**src/bpd_pkg.sv**
```systemverilog
package bpd_pkg;

    localparam int MAX_LEN = 1024;
    localparam int ADDR_W  = $clog2(MAX_LEN);
    localparam int POS_W   = $clog2(MAX_LEN + 1);
    localparam int SUM_W   = ADDR_W + 1;
    localparam int SYM_W   = 8;
    localparam int DIST_W  = 11;

    localparam logic [SYM_W-1:0] SYM_OPEN  = 8'h28;
    localparam logic [SYM_W-1:0] SYM_CLOSE = 8'h29;

    typedef struct packed {
        logic [SYM_W-1:0] sym_a;
        logic [SYM_W-1:0] sym_b;
        logic             last;
    } t_in_word;

    typedef struct packed {
        logic [DIST_W-1:0] distance;
        logic              unbalanced_a;
        logic              unbalanced_b;
        logic              too_long;
    } t_out_word;

    // per-structure status of the word being accepted
    typedef struct packed {
        logic              pop;
        logic              under;
        logic              open_left;
        logic [ADDR_W-1:0] pairs;
    } t_stk_stat;

    // what the compare stage needs from the accept stage
    typedef struct packed {
        logic              last;
        logic              pop_a;
        logic              pop_b;
        logic [ADDR_W-1:0] pairs_a;
        logic [ADDR_W-1:0] pairs_b;
        logic              unbal_a;
        logic              unbal_b;
        logic              too_long;
    } t_s0;

endpackage

```
**src/bpd_result.sv**
```systemverilog
module bpd_result (
    input  logic                       i_clk,
    input  logic                       i_rst_n,
    input  logic                       i_acc,
    input  bpd_pkg::t_s0               i_s0,
    input  logic [bpd_pkg::ADDR_W-1:0] i_opener_a,
    input  logic [bpd_pkg::ADDR_W-1:0] i_opener_b,
    output logic                       o_stall,
    output logic                       o_valid,
    input  logic                       i_ready,
    output bpd_pkg::t_out_word         o_data
);

    logic                       r_s1_valid;
    bpd_pkg::t_s0               r_s1;
    logic [bpd_pkg::ADDR_W-1:0] r_common;
    logic                       r_out_valid;
    bpd_pkg::t_out_word         r_out;

    logic                       match, advance;
    logic [bpd_pkg::ADDR_W-1:0] common_tot;
    logic [bpd_pkg::SUM_W-1:0]  dist_sum;

    // a finished last word may only wait here while the output word is held
    assign o_stall    = r_s1_valid && r_s1.last && r_out_valid && !i_ready;
    assign advance    = r_s1_valid && !o_stall;
    assign match      = r_s1.pop_a && r_s1.pop_b && (i_opener_a == i_opener_b);
    assign common_tot = r_common + bpd_pkg::ADDR_W'(match);
    assign dist_sum   = bpd_pkg::SUM_W'(r_s1.pairs_a) + bpd_pkg::SUM_W'(r_s1.pairs_b)
                      - {common_tot, 1'b0};

    always_ff @(posedge i_clk) begin
        if (!i_rst_n) begin
            r_s1_valid  <= 1'b0;
            r_common    <= '0;
            r_out_valid <= 1'b0;
        end else begin
            if (!o_stall) begin
                r_s1_valid <= i_acc;
            end
            if (advance) begin
                r_common <= r_s1.last ? '0 : common_tot;
            end
            if (advance && r_s1.last) begin
                r_out_valid <= 1'b1;
            end else if (i_ready) begin
                r_out_valid <= 1'b0;
            end
        end
    end

    always_ff @(posedge i_clk) begin
        if (i_acc) begin
            r_s1 <= i_s0;
        end
        if (advance && r_s1.last) begin
            r_out.distance     <= bpd_pkg::DIST_W'(dist_sum);
            r_out.unbalanced_a <= r_s1.unbal_a;
            r_out.unbalanced_b <= r_s1.unbal_b;
            r_out.too_long     <= r_s1.too_long;
        end
    end

    assign o_valid = r_out_valid;
    assign o_data  = r_out;

endmodule

```
**config.mk**
```make
export PLATFORM = sky130hd
export DESIGN_NAME = bpd_result
export DESIGN_NICKNAME = d
export VERILOG_FILES = /design/src/bpd_pkg.sv /design/src/bpd_result.sv
export SDC_FILE = /design/constraint.sdc
export NUM_CORES = 1
export LEC_CHECK = 0
export BUFFER_PORTS_ARGS = -buffer_cell sky130_fd_sc_hd__buf_2
export CORE_MARGIN = 3
export CORE_UTILIZATION = 30
export CTS_BUF_LIST = sky130_fd_sc_hd__clkbuf_8
export DETAILED_ROUTE_END_ITERATION = 8
export PLACE_DENSITY = 0.57
export SLEW_MARGIN = 20
export SYNTH_ARGS = -nofsm -noshare
export SYNTH_HDL_FRONTEND = slang
export SYNTH_SLANG_ARGS = --single-unit
```
**constraint.sdc**
```tcl
create_clock -name i_clk -period 5.9 [get_ports i_clk]
set_clock_uncertainty 0.15 [all_clocks]
set_input_delay 1.18 -clock i_clk [delete_from_list [all_inputs] [get_ports i_clk]]
set_output_delay 1.18 -clock i_clk [all_outputs]
set_load 0.03 [all_outputs]
```
==> summary.txt, run 1 <==
Clocking
  • Reg clk slew, reported paths: approximately 100 ps
  • Post-cts hold buffer count: 0
  • PostCTS Resize Cnt: 0
  • Clock sink count: between 50 and 60
  • Post-CTS Setup Inserts: 0
  • Root buf cell: clkbuf_8
  • H-tree depth: 2
  • CTS buffer count: 5
  • Skew-Pair Late Insertion Delay: a little over 300 ps
  • Clock Tree Buf Depth: 2
  • CTS tree: done

Placement
  • Placement Cell Area: about 0.0030 mm²
  • GP Congestion: approximately 0.76
  • # port buffers: 65
  • Number of placed cells counting well taps: ~360
  • Post-DP HPWL: 3.74 mm

Route
  • Via density: 4.53
  • DRC viols: 0
  • Routed via count: about 1700
  • Drt pass-1 iters: 6
  • Initial DRC count: 53
  • Final wirelength: ~5 mm
  • Wire length per cell: 13.1 µm
  • DRT antenna net count: 0

Pwr
  • Sequential Power Share: 50.9%
  • Combinational share of power: between 20% and 30%
  • Power per cell area: 273 mW/mm²
  • Sw Pwr: about 230 µW
  • Pint: around 640 µW
  • Lkg Pwr: 0.00119 µW
  • Clock share of power: roughly 28%
  • Max IR drop VDD: between 0.09 and 0.1 mV
  • Net Sw Frac: between 20% and 30%

Die
  • DIE AREA: 0.00984 mm²
  • Core Area: approximately 0.0083 mm²
  • Io pins: 66
  • Die height: about 99 µm
  • Initial Utilization: 31.2%
  • Die W: ~99 µm
  • Rows: 33

Global route
  • First-pass GRT wire length: about 8.1 mm
  • Gr usage total: 10.4%
  • Largest net degree at the start of global routing: 28
  • Number of global-route vias before repair: about 1700
  • Initial antenna violation count: 0
  • Total gr overflow: 0

Synth
  • Syn Area/Cell: 13.3 µm²
  • Post-synthesis cell count: 196
  • Async SR Flop Fraction: 0%
  • Most used DFF post-synth: edfxtp_1
  • Register bit total from synthesis: 52
  • EDFF count, synth: 40
  • Netlist Area Pre-Place: roughly 0.0026 mm²
  • Post-Syn Nets: 267
  • Sequential-to-total area share from yosys stat: a little under three fifths
  • Synth Warn #: 0
  • Yosys cell types: 46

Worst setup path
  • Slowest stage cell, crit path: or4_1
  • CP Buf/Inv Count: 1
  • CP cell instances: buf_2 > xnor2_1 > nand3_1 > or4_1 > nor4_1 > ha_1 > ha_1 > nand2_1 > nor2_1 > xnor2_1 > fa_1 > ha_1 > a21o_1 > o21a_1 > a311oi_2 > xnor2_1
  • Worst-path fanout max: 6
  • Crit path required time: 5810 ps
  • Startpoint Class: primary input
  • Cell family with most CP delay: adder cells
  • Delay of the slowest cell on the worst path: between 400 and 500 ps
  • Critical Path AT: 4950 ps
  • CP Class: in2reg
  • Critical Path End Type: flop

Final layout
  • Diodes inserted: 0
  • Final net count: 337
  • Layout cells sized above 1: about a third
  • Final standard cell area without fillers: ~0.0032 mm²
  • Fillers: 842
  • Synth-to-Final Area Change: 21.3%
  • Fin cells: 372

Worst hold path
  • Worst hold path type: reg2reg

STA
  • Fin. max-slew vios: 0
  • RSZ-0062 raised after global routing: false
  • Max-slew headroom: between 50% and 60%
  • Final period util: between 80% and 90%
  • Peak Freq: just under 200 MHz
  • Worst Tran Pin Value: ~640 ps
  • Setup TNS: 0 ps
  • Final Hold Viols: 0
  • Final setup vio count: 0
  • Tmin final: roughly 5000 ps

Run status
  • Status: completed

Job
  • Maxcap violations: 0
## worst paths after layout
path	startpoint	endpoint	slack, ps	depth (start not counted)
worst max-delay path	i_opener_b[8]	o_data[12]	860	16
worst min-delay path	r_s1[1]	o_data[1]	280	0
worst max register to register	r_s1[24]	o_data[12]	1690	14
worst min register to register	r_s1[1]	o_data[1]	280	0
## power by group through the flow
stage | clock network [µW] | logic, µW | registers [µW]
floorplan | 0 | 116 | 461
global placement | 0 | 179 | 448
detailed placement | 0 | 181 | 448
CTS | 253 | 182 | 440
global route | 268 | 205 | 442
finish | 242 | 181 | 439
## metrics by stage
stage | hold WS, ps | total power [µW] | worst slack (ps) | util [%]
after floorplan | 250 | 576 | 1020 | -
after global placement | 255 | 627 | 649 | 36.6
after detailed placement | 258 | 629 | 521 | 36.6
after CTS | 283 | 874 | 830 | 37.9
after global routing | 295 | 915 | 545 | 37.9
final | 278 | 862 | 855 | 37.9
## cell families (layout without fill, tap and decap cells)
kind of cell / after synthesis / after routing / synth area share [%]
buffers and inverters: 10 / 81 / 1.78
adders and majority gates: 21 / 21 / 12.7
and+or+nand+nor: 53 / 53 / 11.6
xor gates and xnor gates: 28 / 28 / 9.41
DFF: 52 / 52 / 55.3
AOI/OAI and AO/OA: 32 / 32 / 9.22
## synthesized netlist by cell type (2+ instances only)
cell type   n  share of area [%]
nand2b_1    2               0.48
and3_1      3               0.72
inv_1       7                1.0
xnor2_1    17                5.7
a31oi_1     2               0.48
nor2_1     11                1.6
o21ai_0     7                1.3
and2_1      2               0.48
nor2b_1     2               0.48
a21boi_0    5                1.4
nand2_1    11                1.6
fa_1        9                6.9
nor3_2      2               0.77
o21a_1      5                1.4
nand3_1     9                1.7
edfxtp_1   40                 46
ha_1       12                5.8
dfxtp_1    12                9.2
xor2_1     11                3.7
## final cells by class
type | count | area, µm² | area share [%]
Clock inverter | 3 | 42.5 | 1.35
Clock buffer | 5 | 68.8 | 2.18
Timing Repair Buffer | 66 | 333 | 10.5
Tap cell | 105 | 131 | 4.16
Inverter | 7 | 26.3 | 0.831
Multi-Input combinational cell | 134 | 1120 | 35.4
Sequential cell | 52 | 1440 | 45.6
## sequential cells by signal, indices dropped and copies added (netlist names)
| register | flops |
|---|---|
| r_s1 | 26 |
| o_data | 14 |
| r_common | 10 |
| o_valid | 1 |
| r_s1_valid | 1 |
## cell usage in the layout (no fill, tap or decap), types with 2 or more instances in the layout
cell,instances
dfxtp_1,12
and2_1,2
nor2_1,11
and3_1,3
nand3_1,9
ha_1,12
clkbuf_8,5
nor3_2,2
edfxtp_1,40
nand2_1,11
o21a_1,5
nor2b_1,2
a31oi_1,2
buf_2,65
inv_1,7
o21ai_0,7
fa_1,9
nand2b_1,2
a21boi_0,5
xor2_1,11
xnor2_1,17
## layer usage
metal	vias to the layer above	track usage, %	share of wire [%]
li1	847	-	-
met1	773	13.0	43
met2	54	16.9	48
met3	10	2.95	6.6
met4	0	4.20	2.1
met5	-	0	0
Note: power is estimated with default switching activity, not from simulation.
==> run 2, diff against run 1 <==
CORE_UTILIZATION = 55   (was 30)
PLACE_DENSITY = 0.89   (was 0.57)
==> run 2 against run 1 <==
Register-to-register slack better by 30 ps. Largest cell class unchanged. Final area is 2.2% lower. Combinational power hardly changed. Largest power group unchanged. Critical path type unchanged.
==> summary.txt, run 2 (synthesis gave the netlist of run 1 again) <==
Worst setup path
  • Critical Path AT: roughly 5000 ps
  • Worst-path fanout max: 6
  • Critical Path End Type: flop
  • CP Class: in2reg
  • Startpoint Class: primary input
  • Crit path required time: ~5800 ps

Die
  • Core Area: about 0.0045 mm²
  • Rows: 24
  • Initial Utilization: 58.2%
  • Io pins: 66
  • Die W: roughly 75 µm
  • Die height: around 75 µm
  • DIE AREA: about 0.0056 mm²

STA
  • Final worst slack: between 900 and 1000 ps
  • Peak Freq: 201 MHz
  • Final Hold Viols: 0
  • Worst Tran Pin Value: between 600 and 700 ps
  • RSZ-0062 raised after global routing: false
  • Final period util: between 80 and 90%
  • Setup TNS: 0 ps
  • Tmin final: 4980 ps
  • Final setup vio count: 0
  • Fin. max-slew vios: 0
  • Max-slew headroom: approximately three fifths

Clocking
  • Root buf cell: clkbuf_8
  • Post-CTS Setup Inserts: 0
  • Clock sink count: 52
  • CTS tree: done
  • Post-cts hold buffer count: 0
  • Skew-Pair Late Insertion Delay: between 300 and 400 ps
  • CTS buffer count: 5
  • PostCTS Resize Cnt: 0
  • Clock Tree Buf Depth: 2
  • Reg clk slew, reported paths: 90 ps
  • H-tree depth: 2

Route
  • Routed via count: about 1700
  • Final wirelength: between 4 and 5 mm
  • Drt pass-1 iters: 4
  • Via density: between 5 and 6
  • DRC viols: 0
  • DRT antenna net count: 0
  • Initial DRC count: 84
  • Wire length per cell: between 10 and 15 µm

Placement
  • # port buffers: 65
  • Pre-CTS setup slack: between 500 and 600 ps
  • Post-DP HPWL: 3.39 mm
  • GP Congestion: 0.793

Final layout
  • Top reg by flops: r_s1
  • Layout cells sized above 1: between 30% and 40%
  • Most frequent cells in the layout: buf_2, edfxtp_1, xnor2_1
  • Diodes inserted: 0
  • Max reg flops: 26
  • Synth-to-Final Area Change: 18.6%
  • Fillers: 315
  • Final net count: between 300 and 400
  • Final core utilization: 69.1%
  • Commonest non-fill, non-tap cell in the layout: buf_2

Global route
  • Total gr overflow: 0
  • First-pass GRT wire length: ~7 mm
  • GR Util met3: 4.94%
  • Busiest grt layer: met2
  • Number of global-route vias before repair: between 1500 and 2000
  • Gr usage total: ~17%
  • Largest net degree at the start of global routing: 28
  • Met1 Usage GRT: 19.6%
  • Met2 Usage GRT: about 30%
  • Initial antenna violation count: 0

Pwr
  • Lkg Pwr: around 0.0012 µW
  • Max IR drop VDD: between 0.15 and 0.2 mV
  • Power per cell area: around 280 mW/mm²

Worst hold path
  • Worst hold path type: reg2reg

Run status
  • Status: completed

Job
  • Maxcap violations: 0
## run 2: cell count changes in the layout (fill, tap and decap cells not counted)
cell,delta
clkinv_2,+1
inv_1,+1
clkinv_1,-1
clkinv_4,-1
## run 2: critical path: stages
cell	delay, ps
buf_2	100
xnor2_1	140
nand3_1	90
or4_1	470
nor4_1	210
ha_1	290
ha_1	270
nand2_1	70
nor2_1	270
xnor2_1	180
fa_1	440
ha_1	390
a21o_1	230
o21a_1	210
a311oi_2	260
xnor2_1	90
## run 2: stage by stage
step	hold slack [ps]	power, µW	cells	instance area (µm²)
floorplan	250	576	196	2610
global placement	255	621	311	2980
detailed placement	255	628	311	2980
CTS	274	858	319	3090
global route	279	893	319	3090
finish	271	853	319	3090
## run 2: worst paths after layout
check	start	to	slack, ps	cells past startpoint
worst max-delay path	i_opener_b[8]	o_data[12]	920	16
worst min-delay path	r_s1[1]	o_data[1]	270	0
worst min register to register	r_s1[1]	o_data[1]	270	0
worst max register to register	r_s1[24]	o_data[12]	1720	14
## run 2: area by class of cell
type	count	area, µm²	share of cell area, %
Inverter	7	26.3	0.850
Tap cell	52	65.1	2.11
Clock inverter	3	38.8	1.26
Sequential cell	52	1440	46.6
Clock buffer	5	68.8	2.23
Timing Repair Buffer	66	333	10.8
Multi-Input combinational cell	134	1120	36.2
## run 2: power by group
| part | internal [µW] | switching, µW |
|---|---|---|
| registers | 429 | 9.83 |
| logic | 82.5 | 98.6 |
| clock network | 124 | 109 |
| total | 635 | 217 |
## run 2: metal layers
layer	wire (µm)	vias up
met5	0	-
met4	85	0
met3	258	5
met2	2220	59
met1	1750	774
li1	-	846
